<file path="src/hw/rtl/brs_pkg.sv">
// ----------------------------------------------------------------------------
// brs_pkg
// shared types and constants of the bilinear rgba scaler
// ----------------------------------------------------------------------------
package brs_pkg;

    // field widths
    localparam int CRD_W  = 12;
    localparam int CHAN_W = 8;
    localparam int SIZE_W = 9;
    localparam int STEP_W = 25;
    localparam int POS_W  = CRD_W + STEP_W;
    localparam int FRAC_W = 8;
    localparam int WGT_W  = 2 * (FRAC_W + 1) - 1;
    localparam int PROD_W = CHAN_W + WGT_W;
    localparam int PIX_W  = 4 * CHAN_W;
    localparam int TAPS   = 4;

    // configuration register indexes
    localparam int CFG_IDX_W = 3;
    localparam logic [CFG_IDX_W-1:0] REG_SRC_WIDTH  = 3'd0;
    localparam logic [CFG_IDX_W-1:0] REG_SRC_HEIGHT = 3'd1;
    localparam logic [CFG_IDX_W-1:0] REG_STEP_X     = 3'd2;
    localparam logic [CFG_IDX_W-1:0] REG_STEP_Y     = 3'd3;

    // request kinds
    localparam logic REQ_LOAD   = 1'b0;
    localparam logic REQ_SAMPLE = 1'b1;

    // control that travels with an item down the pipeline
    typedef struct packed {
        logic               valid;
        logic               sample;
        logic [CRD_W-1:0]   cx;
        logic [CRD_W-1:0]   cy;
    } t_ctl;

    // parity of the four taps, picks the bank for each tap
    typedef struct packed {
        logic x0;
        logic x1;
        logic y0;
        logic y1;
    } t_tap_par;

endpackage

</file>
<file path="src/hw/rtl/brs_lane.sv">
// ----------------------------------------------------------------------------
// brs_lane
// one color channel: four weighted taps, summed and truncated
// ----------------------------------------------------------------------------
module brs_lane (
    input  logic                                          i_clk,
    input  logic                                          i_en,
    input  logic [brs_pkg::TAPS-1:0][brs_pkg::CHAN_W-1:0] i_tap,
    input  logic [brs_pkg::TAPS-1:0][brs_pkg::WGT_W-1:0]  i_wgt,
    output logic [brs_pkg::CHAN_W-1:0]                    o_chan
);

    logic [brs_pkg::TAPS-1:0][brs_pkg::PROD_W-1:0] r_prod;
    logic [brs_pkg::PROD_W+1:0]                    sum;
    logic [brs_pkg::CHAN_W-1:0]                    r_chan;

    // tap products
    always_ff @(posedge i_clk) begin
        if (i_en) begin
            for (int t = 0; t < brs_pkg::TAPS; t++) begin
                r_prod[t] <= brs_pkg::PROD_W'(i_tap[t]) * brs_pkg::PROD_W'(i_wgt[t]);
            end
        end
    end

    // sum and drop the 16 fraction bits
    always_comb begin
        sum = (brs_pkg::PROD_W+2)'(r_prod[0]) + (brs_pkg::PROD_W+2)'(r_prod[1])
            + (brs_pkg::PROD_W+2)'(r_prod[2]) + (brs_pkg::PROD_W+2)'(r_prod[3]);
    end

    always_ff @(posedge i_clk) begin
        if (i_en) begin
            r_chan <= sum[23:16];
        end
    end

    assign o_chan = r_chan;

endmodule

</file>
<file path="config.mk">
export PLATFORM = sky130hd
export DESIGN_NAME = brs_lane
export DESIGN_NICKNAME = d
export VERILOG_FILES = /design/src/hw/rtl/brs_pkg.sv /design/src/hw/rtl/brs_lane.sv
export SDC_FILE = /design/constraint.sdc
export NUM_CORES = 1
export LEC_CHECK = 0
export BUFFER_PORTS_ARGS = -buffer_cell sky130_fd_sc_hd__buf_2
export CAP_MARGIN = 20
export CORE_UTILIZATION = 45
export DETAILED_ROUTE_END_ITERATION = 7
export GPL_TIMING_DRIVEN = 0
export MAX_ROUTING_LAYER = met4
export RECOVER_POWER = 50
export SLEW_MARGIN = 15
export SYNTH_ARGS = -nofsm -noshare
export SYNTH_HDL_FRONTEND = slang
export SYNTH_SLANG_ARGS = --single-unit
</file>
<file path="constraint.sdc">
create_clock -name i_clk -period 7.4 [get_ports i_clk]
set_input_delay 1.48 -clock i_clk [delete_from_list [all_inputs] [get_ports i_clk]]
set_output_delay 1.48 -clock i_clk [all_outputs]
set_load 0.005 [all_outputs]
</file>
* Yosys cells after proc, flatten, opt, wreduce, memory -nomap -nowiden
Cells that the tools add are included.
** Storage, ports and cells
- Bits in registers :: 104
- Logic and storage cells :: 12
- Output and inout port bits :: 8
** Cells by class
- Multipliers :: 4
- Add/sub/neg operators :: 3
** Operators by type and width (count)
- $mul 8x17->24 :: 4
- $add 24x24->24 :: 3

* Logic depth before layout (Yosys ltp)
- Depth after elaboration :: 3
- Gate-level depth with buffers :: 19
- Mapped depth without buffers :: 17

* Least setup slack after synthesis
Ideal clock, no wire load.
- Kind :: input-to-reg
- From :: input i_tap[29] in the netlist's numbering
- To :: register r_prod[96] in the netlist's numbering, data pin
- Setup time :: 272 ps
- Setup slack :: 1491 ps
- Data arrival time :: 5637 ps
- Cell stages on the path :: 16
- Path through :: clkbuf_1 and2_1 fa_1 fa_1 fa_1 inv_1 fa_1 inv_1 ha_1 a21o_1 a21oi_1 o21ai_1 or3_4 o31ai_4 nor3_1 or4b_1
** On the way
- Longest elaborated chain between the ends :: 1
** RTL lines
- start, declared :: line brs_lane.sv:8 : input logic [brs_pkg::TAPS-1:0][brs_pkg::CHAN_W-1:0] i_tap,
- $mul 8x17->24 :: line brs_lane.sv:21 : r_prod[t] <= brs_pkg::PROD_W'(i_tap[t]) * brs_pkg::PROD_W'(i_wgt[t]);
- end signal, assigned by index :: line brs_lane.sv:21
- end, declared :: line brs_lane.sv:13 : logic [brs_pkg::TAPS-1:0][brs_pkg::PROD_W-1:0] r_prod;
Every way passes these cells.
A chain may end at the register's enable or synchronous reset.

* Final worst setup path
- From :: input i_tap[11] in the netlist's numbering
- To :: register r_prod[48] in the netlist's numbering, data pin
The elaborated chain is that of the path after synthesis.

==> qor.txt <==
PLACED DESIGN
--------------------------------------------------------------------------------------------------
Buffers added on ports                                                                         109
Placed insts                                                                                  2876
Placed standard-cell area                                                               22900 um^2
Weighted congestion reported at the end of routability-driven placement                      0.856
DPL Wire Length                                                                           40800 um
Worst-case setup slack after placement                                                    0.319 ns

GRT
--------------------------------------------------------------------------------------------------
Total global-route track usage                                                               22.2%
Total congestion overflow after global routing                                                   0
Global-route wire length before repair                                                    82700 um
Initial antenna violation count                                                                  0
Maximum number of pins on one net before global-route repair                                    54
Number of global-route vias before repair                                                    16.2k

WORST SETUP PATH
--------------------------------------------------------------------------------------------------
Endpoint of the most critical register-to-register path                                  o_chan[7]
Critical Path Max Stage Delay                                                              0.57 ns
Maximum fanout along the worst path                                                             10
Ordered list of cells on the worst path                                               buf_2 > clkbuf_1 > and2_1 > fa_1 > fa_1 > fa_1 > inv_1 > fa_1 > inv_1 > ha_1 > a21o_1 > a211oi_1 > nand4b_1 > a21oi_1 > a211oi_1 > o211a_1 > a211oi_1
Critical Path Sink Type                                                                   register
Required time worst endpoint                                                               7.46 ns
Number of buffer and inverter stages on the critical path                                        4
Depth of the worst register-to-register path                                                    10
Start-to-end type of the worst setup path                                                   in2reg
Data arrival time of the critical path                                                     6.81 ns
Startpoint of the worst register-to-register path                                        r_prod[2]
R2r setup slk                                                                              3.69 ns
Stages on the worst setup path                                                                  17
CP delay by family, top                                                                adder cells
Highest-delay cell along the critical path                                            sky130_fd_sc_hd__a211oi_1
Setup crit end                                                                          r_prod[48]
CP Launch Type                                                                          input port
Most frequent cell on the critical path                                               sky130_fd_sc_hd__fa_1
Source of the critical timing path                                                       i_tap[11]

CLOCK NETWORK
--------------------------------------------------------------------------------------------------
Clock sink total                                                                               104
Quantity of gates resized following cts                                                          0
Clock latency reported for the late side of the worst-skew pair                            0.35 ns
Number of buffers added by the clock tree synthesis step                                         9
Maximum root-to-sink buffer count                                                                2
Cts hold-fix bufs                                                                                0
Cell at the root of the clock tree                                                    sky130_fd_sc_hd__clkbuf_16
Clock transition time at the flip-flop clock pins of the worst setup and hold paths        0.06 ns
Number of setup buffers added after CTS                                                          0
TritonCTS clock tree                                                                         built
Deepest level of the CTS H-tree                                                                  3

ROUTE
--------------------------------------------------------------------------------------------------
Via/cell ratio                                                                                5.17
Count of TritonRoute iterations in the first routing pass                                        7
DRC violation count after routing                                                                1
DRC violation total after the first TritonRoute iteration                                      702
Overall routed net length                                                                 48200 um
Vias                                                                                         15.0k
Final ANT Viol Nets                                                                              0
Per-cell routed wire length                                                                16.7 um

SYNTH
--------------------------------------------------------------------------------------------------
Count of unique library cells instantiated by Yosys                                             68
Number of warnings issued by yosys                                                               0
Flop and latch count out of synthesis                                                          104
Post-Syn Nets                                                                                 2855
Avg Cell Area, Syn                                                                       9.97 um^2
Synth async-reset ratio                                                                         0%
Top-area cell type share of the netlist area                                                 37.3%
Cell types occupying the most area after synthesis                                    sky130_fd_sc_hd__fa_1 37%, sky130_fd_sc_hd__edfxtp_1 15%, sky130_fd_sc_hd__and2_1 13%, sky130_fd_sc_hd__ha_1 11%, sky130_fd_sc_hd__inv_1 6.8%
Synthesized area                                                                        21500 um^2
Cell accounting for the most synthesized area                                         sky130_fd_sc_hd__fa_1
Number of enable-type register cells in the synthesized netlist                                104
Sequential-to-total area share from yosys stat                                               14.5%
Main flop type after synthesis                                                        sky130_fd_sc_hd__edfxtp_1
Cell count after synthesis                                                                    2159

MIN PATH
--------------------------------------------------------------------------------------------------
Worst min-delay path category                                                              reg2reg

FINISH
--------------------------------------------------------------------------------------------------
Area growth from synthesis to final layout                                                   7.50%
Final cell count without fillers                                                              2892
# fillers                                                                                     4459
Antenna cells                                                                                    0
Final std cell area, no fill                                                            23100 um^2
Post-Route Utilization                                                                       49.4%
Share of post-route cells with drive strength above 1                                        5.56%
Final net count                                                                               2976

TIMING
--------------------------------------------------------------------------------------------------
Fin. Hold Viols                                                                                  0
Final worst hold slack                                                                    0.898 ns
Share of the clock period used by the worst path                                             91.2%
Final critical path time including I/O delays and setup                                    6.75 ns
Final setup vio count                                                                            0
Worst Setup Slack, final                                                                  0.652 ns
Timing-limited maximum frequency                                                           148 MHz
Transition time at the pin with the least slew margin                                      2.75 ns
TNS Setup                                                                                     0 ns
Max-slew violation total from the final report                                                 107
Unrepaired setup endpoints after global routing                                                 no
Worst clock skew                                                                        0.00504 ns
Slew Limit Headroom                                                                         -83.2%

POWER
--------------------------------------------------------------------------------------------------
Total design power                                                                         9.80 mW
Power density cells                                                                    424 nW/um^2
IR Drop Worst-Case VDD                                                                  0.000502 V
Static Leak                                                                                11.2 nW

DIE
--------------------------------------------------------------------------------------------------
Cell Rows                                                                                       79
Die X-Extent                                                                                221 um
Die Outline Area                                                                        48700 um^2
I/O pin cnt                                                                                    110
Die extent in y                                                                             221 um
Core ar.                                                                                46900 um^2
Initial core utilization                                                                     45.9%

STATUS
--------------------------------------------------------------------------------------------------
Status                                                                                complete, but fails checks
Violated checks                                                                       DRC, capacitance limit, slew limit

JOB
--------------------------------------------------------------------------------------------------
Max capacitance violation total                                                                  2

cell usage after synthesis, types with 20 or more instances:
master                     instances
sky130_fd_sc_hd__inv_1           390
sky130_fd_sc_hd__xor2_1           20
sky130_fd_sc_hd__a21oi_1          66
sky130_fd_sc_hd__xnor2_1          70
sky130_fd_sc_hd__fa_1            401
sky130_fd_sc_hd__o21ai_0          23
sky130_fd_sc_hd__edfxtp_1        104
sky130_fd_sc_hd__clkbuf_1         35
sky130_fd_sc_hd__ha_1            193
sky130_fd_sc_hd__nor2_1           43
sky130_fd_sc_hd__nand3_1          20
sky130_fd_sc_hd__a21o_1           47
sky130_fd_sc_hd__nand2_1         140
sky130_fd_sc_hd__and2_1          441
logic make-up (layout without fill, tap and decap cells):
group	after synthesis	in the layout	synth area share [%]
compound gates	228	228	7.10
xor+xnor	90	90	3.66
fa+ha+maj	594	594	48.5
buf+inv	427	553	7.49
flops	104	104	14.5
mux	1	1	0.0465
simple gates	715	715	18.7
routing by layer:
layer / track usage (%) / share of wire, % / vias to the layer above
li1: - / - / 7025
met1: 29.5 / 45 / 7724
met2: 37.6 / 52 / 179
met3: 2.05 / 2.4 / 38
met4: 3.20 / 1.1 / 0
met5: - / 0 / -
worst reg2reg max path, delay by kind of cell, from the launching register on:
| family | cells | cell delay, ns |
|---|---|---|
| AOI/OAI and AO/OA | 5 | 1.48 |
| xor gates and xnor gates | 1 | 0.13 |
| adders and majority gates | 3 | 1.27 |
| DFF | 1 | 0.43 |
| and+or+nand+nor | 1 | 0.11 |
where the power goes:
| part | internal (mW) | total [mW] | leakage [nW] | switching [mW] |
|---|---|---|---|---|
| Sequential | 1.33 | 1.52 | 1.02 | 0.183 |
| Clock | 0.297 | 0.501 | 0.150 | 0.204 |
| Combinational | 3.33 | 7.79 | 10.1 | 4.46 |
registers in the layout, summed over array words and instances (netlist names):
name / flops
r_prod: 96
o_chan: 8
layout make-up:
cell class                 instances  area (um^2)  area share, %
sequential                       104         3120           13.5
clock buffer                      11          233           1.01
timing repair buffer             110          541           2.34
buffer                            37          148          0.638
inverter                         390         1460           6.33
multi-input combinational       1628        16800           72.6
clock inverter                     5         81.3          0.352
tap                              607          759           3.28
layout by cell type (no fill, tap or decap), types with 3 or more instances in the layout:
master / count
sky130_fd_sc_hd__and2_1: 438
sky130_fd_sc_hd__fa_1: 401
sky130_fd_sc_hd__inv_1: 390
sky130_fd_sc_hd__ha_1: 193
sky130_fd_sc_hd__nand2_1: 140
sky130_fd_sc_hd__edfxtp_1: 104
sky130_fd_sc_hd__buf_2: 103
sky130_fd_sc_hd__xnor2_1: 70
sky130_fd_sc_hd__a21oi_1: 66
sky130_fd_sc_hd__a21o_1: 47
sky130_fd_sc_hd__clkbuf_1: 45
sky130_fd_sc_hd__nor2_1: 43
sky130_fd_sc_hd__o21ai_0: 23
sky130_fd_sc_hd__nand3_1: 20
sky130_fd_sc_hd__xor2_1: 20
sky130_fd_sc_hd__o21a_1: 17
sky130_fd_sc_hd__nor2b_1: 12
sky130_fd_sc_hd__and3_1: 11
sky130_fd_sc_hd__nand2b_1: 11
sky130_fd_sc_hd__nor3_1: 10
sky130_fd_sc_hd__a31oi_1: 9
sky130_fd_sc_hd__a211oi_1: 9
sky130_fd_sc_hd__clkbuf_16: 9
sky130_fd_sc_hd__o211ai_1: 7
sky130_fd_sc_hd__nand4_1: 7
sky130_fd_sc_hd__o21ai_1: 7
sky130_fd_sc_hd__o21bai_1: 5
sky130_fd_sc_hd__nand4b_1: 4
sky130_fd_sc_hd__a221oi_1: 4
sky130_fd_sc_hd__a311oi_1: 3
sky130_fd_sc_hd__o31ai_1: 3
sky130_fd_sc_hd__and2_0: 3
worst min path at each step:
stage	slack (ns)	from	cells past startpoint	to
after CTS	0.89	r_prod[48]	3	o_chan[7]
after floorplan	0.75	r_prod[23]	3	o_chan[7]
after global placement	0.86	r_prod[23]	3	o_chan[7]
after global routing	0.95	r_prod[48]	3	o_chan[7]
final	0.90	r_prod[48]	3	o_chan[7]
after detailed placement	0.85	r_prod[23]	3	o_chan[7]
(Power assumes the default switching activity.)
