$ cat config.mk
export PLATFORM = sky130hd
export DESIGN_NAME = brs_axis
export DESIGN_NICKNAME = d
export VERILOG_FILES = /design/src/hw/rtl/brs_pkg.sv /design/src/hw/rtl/brs_axis.sv
export SDC_FILE = /design/constraint.sdc
export NUM_CORES = 1
export LEC_CHECK = 0
export BUFFER_PORTS_ARGS = -buffer_cell sky130_fd_sc_hd__buf_2
export CAP_MARGIN = 30
export CORE_ASPECT_RATIO = 1.2
export CORE_UTILIZATION = 25
export DETAILED_ROUTE_END_ITERATION = 12
export SETUP_SLACK_MARGIN = 0.5
export SKIP_LAST_GASP = 1
export SYNTH_ARGS = -nofsm -noshare
export SYNTH_HDL_FRONTEND = slang
export SYNTH_SLANG_ARGS = --single-unit
$ cat constraint.sdc
create_clock -name i_clk -period 8.9 [get_ports i_clk]
set_input_delay 0.445 -clock i_clk [delete_from_list [all_inputs] [get_ports i_clk]]
set_output_delay 0.445 -clock i_clk [all_outputs]
set_load 0.01 [all_outputs]
$ cat src/hw/rtl/brs_pkg.sv
// ----------------------------------------------------------------------------
// brs_pkg
// shared types and constants of the bilinear rgba scaler
// ----------------------------------------------------------------------------
package brs_pkg;

    // field widths
    localparam int CRD_W  = 12;
    localparam int CHAN_W = 8;
    localparam int SIZE_W = 9;
    localparam int STEP_W = 25;
    localparam int POS_W  = CRD_W + STEP_W;
    localparam int FRAC_W = 8;
    localparam int WGT_W  = 2 * (FRAC_W + 1) - 1;
    localparam int PROD_W = CHAN_W + WGT_W;
    localparam int PIX_W  = 4 * CHAN_W;
    localparam int TAPS   = 4;

    // configuration register indexes
    localparam int CFG_IDX_W = 3;
    localparam logic [CFG_IDX_W-1:0] REG_SRC_WIDTH  = 3'd0;
    localparam logic [CFG_IDX_W-1:0] REG_SRC_HEIGHT = 3'd1;
    localparam logic [CFG_IDX_W-1:0] REG_STEP_X     = 3'd2;
    localparam logic [CFG_IDX_W-1:0] REG_STEP_Y     = 3'd3;

    // request kinds
    localparam logic REQ_LOAD   = 1'b0;
    localparam logic REQ_SAMPLE = 1'b1;

    // control that travels with an item down the pipeline
    typedef struct packed {
        logic               valid;
        logic               sample;
        logic [CRD_W-1:0]   cx;
        logic [CRD_W-1:0]   cy;
    } t_ctl;

    // parity of the four taps, picks the bank for each tap
    typedef struct packed {
        logic x0;
        logic x1;
        logic y0;
        logic y1;
    } t_tap_par;

endpackage

$ cat src/hw/rtl/brs_axis.sv
// ----------------------------------------------------------------------------
// brs_axis
// position of one axis: coordinate times step, then clamped taps and fraction
// ----------------------------------------------------------------------------
module brs_axis #(
    parameter int MAX_SIZE = 256
) (
    input  logic                        i_clk,
    input  logic                        i_en,
    input  logic [brs_pkg::CRD_W-1:0]   i_coord,
    input  logic [brs_pkg::STEP_W-1:0]  i_step,
    input  logic [$clog2(MAX_SIZE)-1:0] i_last,
    output logic [$clog2(MAX_SIZE)-1:0] o_t0,
    output logic [$clog2(MAX_SIZE)-1:0] o_t1,
    output logic [brs_pkg::FRAC_W-1:0]  o_frac
);

    localparam int IW  = $clog2(MAX_SIZE);
    localparam int IPW = brs_pkg::POS_W - 16;

    logic [brs_pkg::POS_W-1:0]  r_pos;
    logic [IPW-1:0]             ip;
    logic [IW-1:0]              i0;
    logic [IW-1:0]              i1;
    logic [IW-1:0]              r_t0;
    logic [IW-1:0]              r_t1;
    logic [brs_pkg::FRAC_W-1:0] r_frac;

    // q21.16 position
    always_ff @(posedge i_clk) begin
        if (i_en) begin
            r_pos <= brs_pkg::POS_W'(i_coord) * brs_pkg::POS_W'(i_step);
        end
    end

    // clamp integer part and its neighbor to the last index
    always_comb begin
        ip = r_pos[brs_pkg::POS_W-1:16];
        i0 = (ip > IPW'(i_last)) ? i_last : ip[IW-1:0];
        i1 = (i0 == i_last) ? i_last : i0 + IW'(1);
    end

    always_ff @(posedge i_clk) begin
        if (i_en) begin
            r_t0   <= i0;
            r_t1   <= i1;
            r_frac <= r_pos[15:8];
        end
    end

    assign o_t0   = r_t0;
    assign o_t1   = r_t1;
    assign o_frac = r_frac;

endmodule

Word-level counts from Yosys, hierarchy flattened
Cells that the tools add are included.

word-level totals
  input bits = 47
  output and inout bits = 24
  register bits = 61
  logic and storage cells = 10

operators by class
  equal/unequal tests = 1
  magnitude comparators = 1
  muxes and demuxes = 2
  multiply operators = 1
  add/subtract/negate cells = 1

operator list
  cell                 count
  $mul 12x25->37       1
  $gt 21x8->1          1
  $mux 8               2
  $add 8x1->8 const B  1
  $eq 8x8->1           1

Logic depth before layout (Yosys ltp)
Gate-level depths: netlist of run 1.

  depth after elaboration = 4
  gate-level depth with buffers = 22
  gate-level depth less buffers = 20

Worst setup path before layout of run 1
No wires, ideal clock.

  kind = in2reg
  from = input port i_coord[3] (netlist name)
  to = register r_pos[36] (netlist name) (data pin)
  path buffers = 2
  library setup time = 0.150 ns
  arrival time = 5.733 ns
  setup slack = 3.017 ns
  stages = 22
  data required time = 8.750 ns
  cells stage by stage = clkbuf_1 clkbuf_1 nand2_1 fa_1 inv_1 fa_1 inv_1 fa_1 inv_1 fa_1 inv_1 fa_1 inv_1 ha_1 nand2_1 nor2_1 or4_1 a41oi_2 nor2b_1 a211o_1 or4_1 o211ai_2

on the way
  longest elaborated chain between the ends = 1

RTL lines
  element               RTL line        source
  start, declared       brs_axis.sv:10  input logic [brs_pkg::CRD_W-1:0] i_coord,
  $mul 12x25->37        brs_axis.sv:32  r_pos <= brs_pkg::POS_W'(i_coord) * brs_pkg::POS_W'(i_step);
  end signal, assigned  brs_axis.sv:32
  end, declared         brs_axis.sv:21  logic [brs_pkg::POS_W-1:0] r_pos;

Every way passes these cells.
A chain may end at the register's enable or synchronous reset.

Worst setup path in the final report of run 1
  from = input port i_coord[5] (netlist name)
  to = register r_pos[29] (netlist name) (data pin)

The elaborated chain is that of the path after synthesis.

==> impl_results.md, run 1 <==
- CP Class: in2reg
- Via count: 8081
- Switch share: 0.515
- Vias in the first global route: 8956
- Storage cell area: 1590 um^2
- CTS H-tree depth: 2
- Final nets: 1593
- Hold Path Class: reg2reg
- Slew headroom: 0.320
- Worst Setup Start Kind: input port
- Largest stage delay on the critical path: 0.58 ns
- Worst Path Arrival: 6.09 ns
- Footprint of the multi-input gates: 8360 um^2
- CTS sink count: 53
- Final setup TNS: 0 ns
- Initial antenna violation count: 6
- DR vias/cell: 4.49
- Input/output buffers: 70
- Post-Place Worst Slack: 2.54 ns
- Setup violators final: 0
- Placed Cells: 1789
- Total core area: 44000 um^2
- Crit Path Max Fanout: 25
- Commonest register cell after synthesis: edfxtp_1
- Final Instance Count excl. Fillers: 1799
- Leakage: 5.94 nW
- CTS tree: done
- Tcrit/Tclk final: 0.679
- Max Root-Sink Buffers: 2
- Slew @ Worst Pin: 1.00 ns
- CP max-delay cell: fa_1
- Clk_skew: 0.00811 ns
- Die area: 45700 um^2
- Synth Area per Inst: 9.22 um^2
- Cell Chain, Critical Path: buf_2 > nand2_1 > fa_1 > fa_1 > fa_1 > inv_1 > fa_1 > inv_1 > fa_1 > inv_1 > ha_1 > a211oi_1 > o21ai_0 > o211ai_1 > o311a_1 > o21ai_1 > a21oi_1 > o21ai_1 > xor2_1
- Highest metal used: met5
- Global route overflow: 0
- FILL cells: 4628
- Sequential share of power: 0.137
- Die W: 195 um
- Placed cell area: 12100 um^2
- Final Hold Violating Endpoints: 0
- #FFs+latches synth: 53
- Post-synthesis sequential area ratio: 0.142
- Fin worst setup slack: 2.86 ns
- Total track usage: 0.126
- Fmax: 0.166 GHz
- Cells after synthesis: 1216
- Detailed Routing Iterations Pass 1: 4
- Final wirelength: 27300 um
- Clock Latency Late Sink: 0.32 ns
- Clock share of power: 0.047
- Outcome: completed
- WL/cell: 15.1 um
- Initial core utilization: 0.254
- Clock period minus worst slack: 6.04 ns
- Post-Route Utilization: 0.277
- Post-CTS sizing: 0
- Met3 WL: 1260 um
- CP dominant cell by count: fa_1
- RSZ-0062 raised after global routing: no
- Hold-fix buffers at CTS: 0
- Post-route DRC: 0
- Post-CTS setup buffer count: 0
- HPWL after DPL: 22200 um
- Total CTS buffers: 5
- Cell-internal power: 2.21 mW
- Synth cell types: 47
- GP Congestion: 0.825
- Met2 wire length: 14000 um
- Clock slew at reported path FFs: 0.08 ns
- Max-slew violations: 0
- Max-cap violations: 0
- Sw Pwr: 2.34 mW
- Area delta synth->final: 8.95%
- Rows: 84
- CTS Root Buffer Type: clkbuf_16
- Total power: 4.55 mW
- Data required, critical path: 8.95 ns
- Power density cells: 373 nW/um^2
- Synth Cell Area: 11200 um^2
- # IOs: 71
- Asr flop ratio synth: 0
- DRT iter0 DRCs: 354
- DRT antenna net count: 0
- CP endpoint kind: register
- Largest net degree at the start of global routing: 54
- Finished layout cell area: 12200 um^2
- Combinational power share: 0.817
- Die Ht: 234 um
- M1 wire length: 11200 um
- YS warnings: 0
- Worst vdd rail ir drop: 0.271 mV
- Hold Slack: 0.422 ns
- Layout cells sized above 1: 0.0695
- Post-synth EDFFs: 53
- Global-route wire length before repair: 45300 um
- Post-synthesis net count: 1572
## Yosys cell counts (11+ instances only)
cell      instances  share of area
fa_1            229           0.41
nand2_1         240          0.080
xor2_1           11         0.0086
clkbuf_1         58          0.019
ha_1             80          0.089
nor2_1           12         0.0040
edfxtp_1         53           0.14
o21ai_0          18         0.0080
xnor2_1          31          0.024
a21oi_1          26          0.012
and2_1           82          0.046
inv_1           277          0.093
## metal layers
layer | GRT usage | up-vias
met2 | 0.232 | 169
met1 | 0.146 | 4176
li1 | - | 3686
met3 | 0.0232 | 42
met5 | 0 | -
met4 | 0.0436 | 8
## cells by family after synthesis
family / after synthesis / share of synthesized area
DFF: 53 / 0.142
and+or+nand+nor: 375 / 0.153
buffers and inverters: 335 / 0.112
xor gates and xnor gates: 42 / 0.0328
adders and majority gates: 309 / 0.498
AOI/OAI and AO/OA: 93 / 0.0532
muxes: 9 / 0.00837
## cell usage in the layout, fill, tap and decap left out, drive strengths merged, types with 4 or more instances in the layout
cell,netlist,layout
a21o,8,8
a21oi,27,27
and2,82,82
buf,0,72
clkbuf,58,5
edfxtp,53,53
fa,229,229
ha,80,80
inv,277,278
mux2i,6,6
nand2,240,240
nand3,7,7
nand4,8,8
nand4b,4,4
nor2,12,12
nor2b,4,4
nor3,6,6
o21a,7,7
o21ai,25,25
o21bai,5,5
xnor2,31,31
xor2,11,11
## cell type report
class                   instances  share of cell area
clock buffers                   5              0.0102
multi-input cells             828               0.684
well taps                     559              0.0573
repair buffers                 72              0.0299
inverters                     277              0.0852
flip-flops and latches         53               0.130
diodes                          2            0.000410
clock inverters                 3             0.00215
## worst paths after layout
kind	start	end	slack (ns)	cells past startpoint
setup / recovery	i_coord[5]	r_pos[29]	2.86	19
hold / removal	r_pos[13]	o_frac[5]	0.42	0
setup reg to reg	r_pos[18]	o_t1[6]	5.79	15
hold reg to reg	r_pos[13]	o_frac[5]	0.42	0
## worst max-delay path, delay by kind of cell
kind | cells | cell delay (ns)
buffers and inverters | 4 | 0.58
xor gates and xnor gates | 1 | 0.18
adders and majority gates | 6 | 2.92
and+or+nand+nor | 1 | 0.15
AOI/OAI and AO/OA | 7 | 1.77
## power groups by stage
stage                     logic [mW]  clock network [mW]  registers (mW)
after floorplan                 2.82                   0           0.621
after global placement          3.69                   0           0.628
after detailed placement        3.76                   0           0.630
after CTS                       3.78               0.222           0.624
after global routing            4.27               0.229           0.633
final                           3.72               0.212           0.622
## registers in the layout, summed over array words and instances, names as in the netlist
signal / cells
o_frac: 8
o_t0: 8
r_pos: 29
o_t1: 8
Note: power is estimated with default switching activity, not from simulation.
==> run 2, diff against run 1 <==
==> constraint.sdc (replaced) <==
create_clock -name i_clk -period 5.67 [get_ports i_clk]
set_input_delay 0.2835 -clock i_clk [delete_from_list [all_inputs] [get_ports i_clk]]
set_output_delay 0.2835 -clock i_clk [all_outputs]
set_load 0.01 [all_outputs]
==> run 2 against run 1 <==
Flip-flop and latch count unchanged. Count of clock-buffer cells in the layout unchanged. Die area unchanged. Cell count up 6.3%. Clock skew down 0.0011 ns. Critical path type unchanged. Largest cell class unchanged.
==> impl_results.md, run 2 (synthesis results as in run 1) <==
- Power density cells: 670 nW/um^2
- Fmax: 0.193 GHz
- Layout cells sized above 1: 0.194
- Global route overflow: 0
- Clk_skew: 0.00701 ns
- Met2 wire length: 15400 um
- Clock period minus worst slack: 5.18 ns
- Leakage: 6.63 nW
- Tcrit/Tclk final: 0.914
- Final Hold Violating Endpoints: 0
- Crit Path Max Fanout: 8
- Max-cap violations: 0
- Most frequent cells in the layout: inv_1 (267), nand2_1 (235), fa_1 (219), buf_4 (105), and2_1 (78)
- Worst Path Arrival: 5.35 ns
- Final wirelength: 28700 um
- Hold Slack: 0.328 ns
- # IOs: 71
- Clock slew at reported path FFs: 0.08 ns
- CTS tree: done
- CTS sink count: 53
- Max FFs per register: 29
- Die W: 195 um
- CP Class: in2reg
- Slew @ Worst Pin: 0.850 ns
- Rows: 84
- M1 wire length: 11900 um
- Setup violators final: 0
- Fin worst setup slack: 0.490 ns
- Highest metal used: met5
- Detailed Routing Iterations Pass 1: 4
- Commonest non-fill, non-tap cell in the layout: inv_1
- DRT antenna net count: 0
- Met3 WL: 837 um
- CP endpoint kind: register
- Post-Place Worst Slack: -0.124 ns
- Final nets: 1708
- Max-slew violations: 0
- Initial core utilization: 0.254
- Worst vdd rail ir drop: 0.502 mV
- Worst Setup Start Kind: input port
- Via count: 8318
- Clock Latency Late Sink: 0.32 ns
- Vias in the first global route: 9292
- Final Instance Count excl. Fillers: 1913
- Initial antenna violation count: 2
- GP Congestion: 0.838
- Post-route DRC: 0
- Hold-fix buffers at CTS: 0
- Post-Route Utilization: 0.310
- CTS Root Buffer Type: clkbuf_16
- Max Root-Sink Buffers: 2
- DRT iter0 DRCs: 329
- Die Ht: 234 um
- DR vias/cell: 4.35
- Die area: 45700 um^2
- Total track usage: 0.133
- Slew headroom: 0.430
- RSZ-0062 raised after global routing: yes
- Placed Cells: 1895
- Area delta synth->final: 21.8%
- Global-route wire length before repair: 47400 um
- Input/output buffers: 70
- Total power: 9.14 mW
- Total core area: 44000 um^2
- Data required, critical path: 5.84 ns
- CTS H-tree depth: 2
- Hold Path Class: in2reg
- HPWL after DPL: 24200 um
- Outcome: completed
- Largest net degree at the start of global routing: 54
- Total CTS buffers: 5
- WL/cell: 15.0 um
- Largest Register: r_pos
run 2: cell count changes in the layout (fill, tap and decap cells not counted), sizes merged:
cell    delta
diode      -1
buf      +108
clkbuf     +7
run 2: cell type report:
type | count | area (um^2)
Tap cell | 559 | 699
Antenna cell | 1 | 2.50
Sequential cell | 53 | 1590
Timing Repair Buffer | 187 | 1470
Clock buffer | 5 | 125
Inverter | 277 | 1040
Multi-Input combinational cell | 828 | 8690
Clock inverter | 3 | 26.3
Fill cell | 4533 | 30400
run 2: what timing repair did:
action                     in CTS  in global routing
setup buffers                   1                  8
setup endpoints to repair       9                 17
cloned                          0                  0
resized for setup              31                 95
pin swaps                      10                 31
hold endpoints to repair        0                  0
run 2: worst paths after layout:
kind                                 start        end  slack (ns)  depth (start not counted)
worst max-delay path            i_coord[3]  r_pos[36]        0.49                         21
worst min-delay path             i_last[0]    o_t1[0]        0.33                          2
worst max register to register   r_pos[18]    o_t1[6]        2.42                         14
worst min register to register   r_pos[11]  o_frac[3]        0.42                          0
run 2: where the power goes:
part,internal [mW],switching (mW),total (mW)
registers,0.896,0.0809,0.977
clock network,0.167,0.166,0.334
logic,3.78,4.05,7.83
total,4.84,4.30,9.14
run 2: metal layers:
layer,vias up,global-route usage
met5,-,0
met4,2,0.0332
met2,133,0.256
li1,3917,-
met1,4242,0.156
met3,24,0.0150
run 2: per-stage QoR:
stage               instance area [um^2]  setup TNS (ns)
floorplan                          11400               0
detailed placement                 13000          -0.528
global route                       13600               0
CTS                                13200               0
global placement                   13000         -0.0400
finish                             13600               0
run 2: worst max-delay path, cell delays in order:
cell and delay [ns]:
buf_6 0.10, buf_12 0.13, buf_8 0.14, nand2_1 0.07, fa_2 0.44, fa_1 0.54, inv_2 0.05, fa_2 0.43
fa_1 0.54, inv_1 0.05, fa_1 0.54, inv_2 0.05, ha_4 0.23, o21ai_2 0.15, o21ai_2 0.09, o211ai_1 0.19
o311a_4 0.32, o21ai_2 0.09, a211o_1 0.31, or4_4 0.51, o211ai_2 0.08
